[src/rtl/gpr_pkg.sv]
// Shared constants and the pipeline word type for the GF(2) polynomial remainder block.
// Depends on nothing; every other file refers to it by scoped names.
package gpr_pkg;

  localparam int DEGREE     = 16;
  localparam int DIVIDEND_W = 17;
  localparam int DIVISOR_W  = 16;
  localparam int REM_W      = 16;

  // Working widths follow the polynomial degree.
  localparam int NUM_W = DEGREE + 1;
  localparam int DEN_W = DEGREE;
  localparam int CNT_W = $clog2(DEGREE + 2);

  // One word as it travels down the chain of reduction cells.
  typedef struct packed {
    logic [NUM_W-1:0] num;    // partial remainder
    logic [NUM_W-1:0] den;    // divisor, leading term aligned to probe
    logic [NUM_W-1:0] probe;  // one-hot bit the current cell examines
    logic [CNT_W-1:0] cnt;    // reduction steps still to do
    logic             zero;   // divisor was the zero polynomial
  } pkt_t;

endpackage

[src/rtl/gf2_poly_remainder.sv]
// Pipeline: one alignment stage, then one register per reduction cell in a chain of
// DEGREE+1 cells. Throughput: one word per cycle while out_stall is low; every stage
// has its own valid bit, so bubbles close up and a new word is taken while a finished
// one waits at the output.
// Reset: synchronous, active low, clears the valid bits only; the data registers are not reset.
module gf2_poly_remainder (
  input  logic                           clk,
  input  logic                           rst_n,
  input  logic                           in_valid,
  output logic                           in_stall,
  input  logic [gpr_pkg::DIVIDEND_W-1:0] in_dividend,
  input  logic [gpr_pkg::DIVISOR_W-1:0]  in_divisor,
  output logic                           out_valid,
  input  logic                           out_stall,
  output logic [gpr_pkg::REM_W-1:0]      out_remainder,
  output logic                           out_divisible,
  output logic                           out_divisor_zero
);

  localparam int NS = gpr_pkg::NUM_W;

  gpr_pkg::pkt_t stg_pkt [NS+1];
  logic [NS:0]   stg_v;
  logic [NS+1:0] rdy;

  assign rdy[NS+1] = !out_stall;

  gpr_norm u_norm (
    .clk      (clk),
    .rst_n    (rst_n),
    .up_valid (in_valid),
    .up_rdy   (rdy[0]),
    .dividend (in_dividend),
    .divisor  (in_divisor),
    .dn_valid (stg_v[0]),
    .dn_rdy   (rdy[1]),
    .dn_pkt   (stg_pkt[0])
  );

  for (genvar k = 1; k <= NS; k++) begin : g_cell
    gpr_cell u_cell (
      .clk      (clk),
      .rst_n    (rst_n),
      .up_valid (stg_v[k-1]),
      .up_rdy   (rdy[k]),
      .up_pkt   (stg_pkt[k-1]),
      .dn_valid (stg_v[k]),
      .dn_rdy   (rdy[k+1]),
      .dn_pkt   (stg_pkt[k])
    );
  end

  assign in_stall         = !rdy[0];
  assign out_valid        = stg_v[NS];
  assign out_remainder    = gpr_pkg::REM_W'(stg_pkt[NS].num);
  assign out_divisible    = !stg_pkt[NS].zero && (stg_pkt[NS].num == '0);
  assign out_divisor_zero = stg_pkt[NS].zero;

  // Every reduction step must have been done by the end of the chain.
  a_steps_done: assert property (@(posedge clk) disable iff (!rst_n)
    out_valid |-> (stg_pkt[NS].cnt == '0))
    else $error("word left the chain with reduction steps outstanding");

  // The input is only held off when the whole chain is full behind a stalled output.
  a_stall_cause: assert property (@(posedge clk) disable iff (!rst_n)
    in_stall |-> (out_valid && out_stall && (&stg_v)))
    else $error("input stalled while the chain had room");

  // A zero divisor gives a cleared remainder and never reports divisibility.
  a_zero_div: assert property (@(posedge clk) disable iff (!rst_n)
    (out_valid && out_divisor_zero) |-> (out_remainder == '0 && !out_divisible))
    else $error("zero divisor produced a non-zero result");

  // A word taken in is present in the first stage on the next cycle.
  a_enter: assert property (@(posedge clk) disable iff (!rst_n)
    (in_valid && !in_stall) |=> stg_v[0])
    else $error("accepted word did not enter the alignment stage");

endmodule

[src/rtl/gpr_norm.sv]
// Front stage: masks the operands, finds the divisor's leading term and aligns it.
// Depends on gpr_pkg; feeds the first gpr_cell.
module gpr_norm (
  input  logic                            clk,
  input  logic                            rst_n,
  input  logic                            up_valid,
  output logic                            up_rdy,
  input  logic [gpr_pkg::DIVIDEND_W-1:0]  dividend,
  input  logic [gpr_pkg::DIVISOR_W-1:0]   divisor,
  output logic                            dn_valid,
  input  logic                            dn_rdy,
  output gpr_pkg::pkt_t                   dn_pkt
);

  logic [gpr_pkg::DEN_W-1:0] den;
  logic [gpr_pkg::CNT_W-1:0] dtop;
  logic [gpr_pkg::CNT_W-1:0] sh;
  logic                      zero;
  gpr_pkg::pkt_t             pkt_nxt;
  gpr_pkg::pkt_t             pkt_r;
  logic                      valid_r;

  always_comb begin
    den  = gpr_pkg::DEN_W'(divisor);
    zero = (den == '0);
    dtop = '0;
    for (int i = 0; i < gpr_pkg::DEN_W; i++) begin
      if (den[i]) begin
        dtop = gpr_pkg::CNT_W'(i);
      end
    end
    sh = gpr_pkg::CNT_W'(gpr_pkg::DEGREE) - dtop;

    // A zero divisor enters with no steps to do and a cleared dividend.
    pkt_nxt.num   = zero ? '0 : gpr_pkg::NUM_W'(dividend);
    pkt_nxt.den   = gpr_pkg::NUM_W'(den) << sh;
    pkt_nxt.probe = {1'b1, {(gpr_pkg::NUM_W-1){1'b0}}};
    pkt_nxt.cnt   = zero ? '0 : sh + 1'b1;
    pkt_nxt.zero  = zero;
  end

  assign up_rdy = !valid_r || dn_rdy;

  always_ff @(posedge clk) begin
    if (!rst_n) begin
      valid_r <= 1'b0;
    end else if (up_rdy) begin
      valid_r <= up_valid;
    end
  end

  always_ff @(posedge clk) begin
    if (up_rdy && up_valid) begin
      pkt_r <= pkt_nxt;
    end
  end

  assign dn_valid = valid_r;
  assign dn_pkt   = pkt_r;

endmodule

[src/rtl/gpr_cell.sv]
// One reduction cell: if steps remain, clears one coefficient of the partial remainder
// and shifts the divisor down one place, else passes it on. Depends on gpr_pkg.
module gpr_cell (
  input  logic          clk,
  input  logic          rst_n,
  input  logic          up_valid,
  output logic          up_rdy,
  input  gpr_pkg::pkt_t up_pkt,
  output logic          dn_valid,
  input  logic          dn_rdy,
  output gpr_pkg::pkt_t dn_pkt
);

  gpr_pkg::pkt_t pkt_nxt;
  gpr_pkg::pkt_t pkt_r;
  logic          valid_r;
  logic          act;
  logic          hit;

  always_comb begin
    act     = (up_pkt.cnt != '0);
    hit     = |(up_pkt.num & up_pkt.probe);
    pkt_nxt = up_pkt;
    if (act) begin
      // The divisor's leading term sits under the probe, so the XOR clears that bit.
      if (hit) begin
        pkt_nxt.num = up_pkt.num ^ up_pkt.den;
      end
      pkt_nxt.den   = up_pkt.den >> 1;
      pkt_nxt.probe = up_pkt.probe >> 1;
      pkt_nxt.cnt   = up_pkt.cnt - 1'b1;
    end
  end

  assign up_rdy = !valid_r || dn_rdy;

  always_ff @(posedge clk) begin
    if (!rst_n) begin
      valid_r <= 1'b0;
    end else if (up_rdy) begin
      valid_r <= up_valid;
    end
  end

  always_ff @(posedge clk) begin
    if (up_rdy && up_valid) begin
      pkt_r <= pkt_nxt;
    end
  end

  assign dn_valid = valid_r;
  assign dn_pkt   = pkt_r;

endmodule
[config.mk]
export PLATFORM = sky130hd
export DESIGN_NAME = gf2_poly_remainder
export DESIGN_NICKNAME = d
export VERILOG_FILES = /design/src/rtl/gpr_pkg.sv /design/src/rtl/gf2_poly_remainder.sv /design/src/rtl/gpr_norm.sv /design/src/rtl/gpr_cell.sv
export SDC_FILE = /design/constraint.sdc
export NUM_CORES = 2
export LEC_CHECK = 0
export BUFFER_PORTS_ARGS = -buffer_cell sky130_fd_sc_hd__buf_2
export CORE_ASPECT_RATIO = 1.5
export CORE_UTILIZATION = 50
export CTS_CLUSTER_DIAMETER = 30
export CTS_CLUSTER_SIZE = 8
export DETAILED_ROUTE_END_ITERATION = 10
export PLACE_DENSITY = 0.76
export SYNTH_ARGS = -nofsm -noshare
export SYNTH_HDL_FRONTEND = slang
export SYNTH_SLANG_ARGS = --single-unit
[constraint.sdc]
create_clock -name clk -period 7.2 [get_ports clk]
set_input_delay 0 -clock clk [delete_from_list [all_inputs] [get_ports clk]]
set_output_delay 0 -clock clk [all_outputs]
set_load 0.01 [all_outputs]
== Yosys cells after proc, flatten, opt, wreduce, memory -nomap -nowiden ==
Index checks and enable logic that the tools add are counted.

* Register bits after elaboration: 988
* Input port bits: 37
* Output and inout port bits: 20
* Logic and storage cells: 331

* $add $sub $neg: 19
* Shifts and indexed selects: 1
* Mux-type cells: 49
* Bitwise gates (word level): 33
* Reductions and logical operators: 93

{| class="wikitable"
|+ Operator list
! operator !! count
|-
| $mux 56 || 17
|-
| $mux 17 || 17
|-
| $xor 17x17->17 || 17
|-
| $and 17x17->17 || 16
|-
| $reduce_or 17->1 || 16
|-
| $reduce_bool 5->1 || 17
|-
| $sub 5x1->5 const B || 17
|-
| $mux 4 || 8
|-
| $logic_not 1->1 || 21
|-
| $logic_and 1x1->1 || 19
|-
| $logic_or 1x1->1 || 18
|-
| $logic_not 17->1 || 1
|-
| $shl 16x5->17 || 1
|-
| $logic_not 16->1 || 1
|-
| $mux 3 || 4
|-
| $add 5x1->5 const B || 1
|-
| $sub 5x4->5 const A || 1
|-
| $mux 2 || 2
|-
| $mux 1 || 1
|}

== Depth between registers and ports, before layout ==
* Word-level depth: 20
* Depth in mapped cells: 15

== Hierarchy ==
A second synthesis with hierarchy kept.

* Cell total of the unflattened synthesis: 5561
* Area, all modules: 58134.5 um^2

{| class="wikitable"
|+ Modules (own cells, without submodules)
! module !! times used !! cells an instance !! area each (um^2)
|-
| gpr_cell || 17 || 311 || 3255.6
|-
| gpr_norm || 1 || 266 || 2737.6
|-
| gf2_poly_remainder || 1 || 8 || 51.3
|}

== Least setup slack after synthesis ==
OpenSTA, ideal clock, no wires.

* Path type: register -> register
* From: reg g_cell[17].u_cell.valid_r
* To: reg g_cell[1].u_cell.pkt_r (netlist bit g_cell[1].u_cell.dn_pkt[0]), enable pin
* Library setup time: 506 ps
* Arrival: 4664 ps
* Required time: 6694 ps
* Setup slack: 2031 ps
* Cell stages (with the launch flop): 8
* Period minus slack after synthesis: 5169 ps
* Cell sequence: dfxtp_1 > and4_1 > and3_1 > and3_1 > buf_2 > and4_1 > and3_1 > a21boi_0

* Cells in the longest elaborated chain, start to end: 19

{| class="wikitable"
|+ Ends and longest elaborated chain
! item !! line !! text
|-
| start, declared || gpr_cell.sv:16 || <nowiki>logic valid_r;</nowiki>
|-
| start signal, assigned || gpr_cell.sv:41 || <nowiki>valid_r <= up_valid;</nowiki>
|-
| $logic_not 1->1 || gpr_cell.sv:35 || <nowiki>assign up_rdy = !valid_r || dn_rdy;</nowiki>
|-
| $logic_or 1x1->1 (17 in a row) || gpr_cell.sv:35 ||
|-
| $logic_and 1x1->1 || gpr_cell.sv:46 || <nowiki>if (up_rdy && up_valid) begin</nowiki>
|-
| end signal, assigned || gpr_cell.sv:47 || <nowiki>pkt_r <= pkt_nxt;</nowiki>
|-
| end, declared || gpr_cell.sv:15 || <nowiki>gpr_pkg::pkt_t pkt_r;</nowiki>
|}

Every way passes these cells.
A chain may end at the register's enable or synchronous reset.

== Worst setup path in the final report ==
* From: reg g_cell[17].u_cell.valid_r
* To: out in_stall

* Cells in the longest elaborated chain, start to end: 20

{| class="wikitable"
|+ Ends and longest elaborated chain
! item !! line !! text
|-
| $logic_not 1->1 || gpr_cell.sv:35 ||
|-
| $logic_or 1x1->1 (17 in a row) || gpr_cell.sv:35 ||
|-
| $logic_or 1x1->1 || gpr_norm.sv:42 || <nowiki>assign up_rdy = !valid_r || dn_rdy;</nowiki>
|-
| $logic_not 1->1 || gf2_poly_remainder.sv:53 || <nowiki>assign in_stall = !rdy[0];</nowiki>
|-
| end, declared || gf2_poly_remainder.sv:10 || <nowiki>output logic in_stall,</nowiki>
|}

Every way passes these cells.

==> metrics.txt <==
Layout area overhead=15.6%; Chip Width=around 230 um; Bufs and invs on worst path=1; CTS tree=done; syn_nets=2632; deepest clock path buffer count=3; FMAX=272 MHz; largest net degree at the start of global routing=58; synthesized area=between 0.03 and 0.04 mm2; endpoints failing hold=0; Setup Viol. Count Final=0; Synth top area share=between 60 and 70%; initial core utilization=50.7%; row cnt=between 100 and 150; worst min-delay path class=input port to register; clk sinks=868; Vias=20700; critical path's slowest cell=and3_1; Netlist cell types=a little under 60; fillcell total=about 5500; H-tree Lvls=4; Clock transition at path regs=around 0.05 ns; Starting DRT DRC Count=roughly 950; Cells after Synth=2576; Root Buffer=clkbuf_16; pwr dens=264 mW/mm2; CP cell instances=and4_1 -> and3_1 -> and3_1 -> and4_1 -> and3_1 -> and3_1 -> buf_2; CTS buffer count=approximately 140; first-pass GRT wire length=119000 um; nets=around 2800; antenna cells=0; Slew Limit Headroom=12.3%; post-route ant nets=0; Worst setup EP type=primary output; design area=~0.044 mm2; leak pwr=about 0.015 uW; PortBufs=56; post-synthesis async set-or-reset flop share=0%; Max Slew Vio Count=0; Post-synth EDFFs=850; CP dominant cell by count=and3_1; Crit path largest cell delay=0.49 ns; Final Util=about three fifths; Die Ht=340 um; DIE AREA=between 0.07 and 0.08 mm2; setup slack after layout=about 3.5 ns; warnings from Yosys=0; Via density=roughly 5.4; Synth area leader=edfxtp_1; total routed wirelength=just under 80000 um; WP data arrival=3.67 ns; Setup WS pre-CTS=~3.4 ns; routability cong.=0.960; sequential element share of the synthesized area=67.8%; maxcap violations=0; multi-input combinational cell area=about 0.012 mm2; Setup Crit Path Kind=register to primary output; Top delay family on crit path=simple AND/OR/NAND/NOR gates; post-synthesis register bit count=a little under 900; Skew-Pair Late Insertion Delay=0.73 ns; initial antenna violation count=0; Final Critical Period=between 3 and 4 ns; gr ovfl total=0; TNS Setup=0 ns; RSZ-0062 raised after global routing=no; routed length per instance=roughly 20 um; First-pass DRT Iterations=5; Least-Margin Pin Slew=1.31 ns; top cells by area, synth=edfxtp_1 67%, mux2_2 11%, xnor2_1 7.6%; dpl hpwl=57200 um; placed cell areas=approximately 0.04 mm2; Hold Slack=~0.033 ns; status=complete, no violations; share of cells above drive strength 1=between 20 and 25%; Max VDD drop=around 0.00021 V; Worst Path Required=about 7.2 ns; core area=around 0.075 mm2; Worst Skew=roughly 0.034 ns; vias in the first global route=roughly 22000; DRC=0; Tcrit/Tclk final=approximately half; post-CTS setup buffer count=0; Synth Flop Type=edfxtp_1; worst-path fanout max=9; sequential cell area=0.0259 mm2; Worst setup SP type=register; syn_area_per_cell=14.8 um2; Tot GR Track Use=20.6%; I/O pin count=57
-- cell type report --
cell class,count,share of cell area [%]
Clock buffer,158,8.01
Clock inverter,42,1.14
Inverter,49,0.417
Multi-Input combinational cell,1563,27.0
Sequential cell,868,58.6
Tap cell,1000,2.83
Timing Repair Buffer,126,1.99
-- report_power, final --
group | switching (uW) | internal [uW] | total, uW
registers | 42.3 | 5570 | 5620
clock network | 2190 | 3590 | 5790
logic | 142 | 111 | 253
-- final timing paths --
check	from	to	slack [ns]	depth (start not counted)
min reg2reg	g_cell[6].u_cell.dn_pkt[0]	g_cell[7].u_cell.dn_pkt[0]	0.41	0
min	in_divisor[13]	u_norm.dn_pkt[37]	0.03	5
max reg2reg	g_cell[17].u_cell.dn_valid	u_norm.dn_valid	3.71	8
max	g_cell[17].u_cell.dn_valid	in_stall	3.53	7
-- per-layer routing --
layer / GRT usage (%) / up-vias / routed length (um)
li1: - / 9766 / -
met1: 14.1 / 10200 / 20800
met2: 44.5 / 506 / 48600
met3: 3.94 / 257 / 2560
met4: 15.3 / 0 / 5610
met5: 0 / - / 0
-- placed cells by master (no fill, tap or decap), types with 5 or more instances in the layout --
cell type      instances
o21ai_0               19
a221oi_1              18
and2_1                61
clkbuf_1              19
a21oi_1               32
dfxtp_1               18
nor4_1                10
nor2b_1               29
a22o_1                14
inv_1                 47
clkbuf_16            138
a22oi_1               39
nor2b_4               10
buf_2                 56
ha_1                  19
nand3_1                9
clkinv_1              13
a31oi_1                8
nand2b_1              15
and3_1                12
xnor2_1              332
mux2_2               361
nand2_1              382
nor3_2                 5
nor2_1                59
clkinv_8               6
nor2_2                10
clkinv_2               6
mux2i_1               18
edfxtp_1             850
a31oi_2                6
buf_4                 40
dlygate4sd3_1         30
a222oi_1               8
nor3_1                24
o21a_1                19
-- tightest hold or removal path: stages --
cell and delay [ns]:
buf_2 0.21, nand2_1 0.08, o211ai_1 0.15, nand3_1 0.11
o211ai_1 0.09
-- registers in the layout, indices dropped and copies added, names as in the netlist --
name	count
g_cell.u_cell.dn_pkt	810
u_norm.dn_valid	1
g_cell.u_cell.dn_valid	17
u_norm.dn_pkt	40
-- cells by family after synthesis --
logic type / share of synthesized area (%)
DFF: 67.8
and+or+nand+nor: 7.41
xor gates and xnor gates: 7.64
adders and majority gates: 0.622
AOI/OAI and AO/OA: 3.74
muxes: 11.2
buffers and inverters: 1.63
-- Yosys cell counts (29+ instances only) --
master	count
edfxtp_1	850
nand2_1	382
mux2_2	361
xnor2_1	332
clkbuf_1	69
nor2_1	68
and2_1	63
inv_1	47
a22oi_1	39
nor2b_1	39
a21oi_1	34
nor3_1	29
-- stage by stage --
stage                     cells  total power [uW]
after global placement     3576              5940
after detailed placement   3576              5950
after CTS                  3806             11700
after global routing       3806             12000
after floorplan            2576              5860
final                      3806             11700
-- timing repair --
action	in CTS	in global routing
endpoints found under the hold margin	100	0
hold buffers	30	0
resized for setup	0	0
Note: power is estimated with default switching activity, not from simulation.
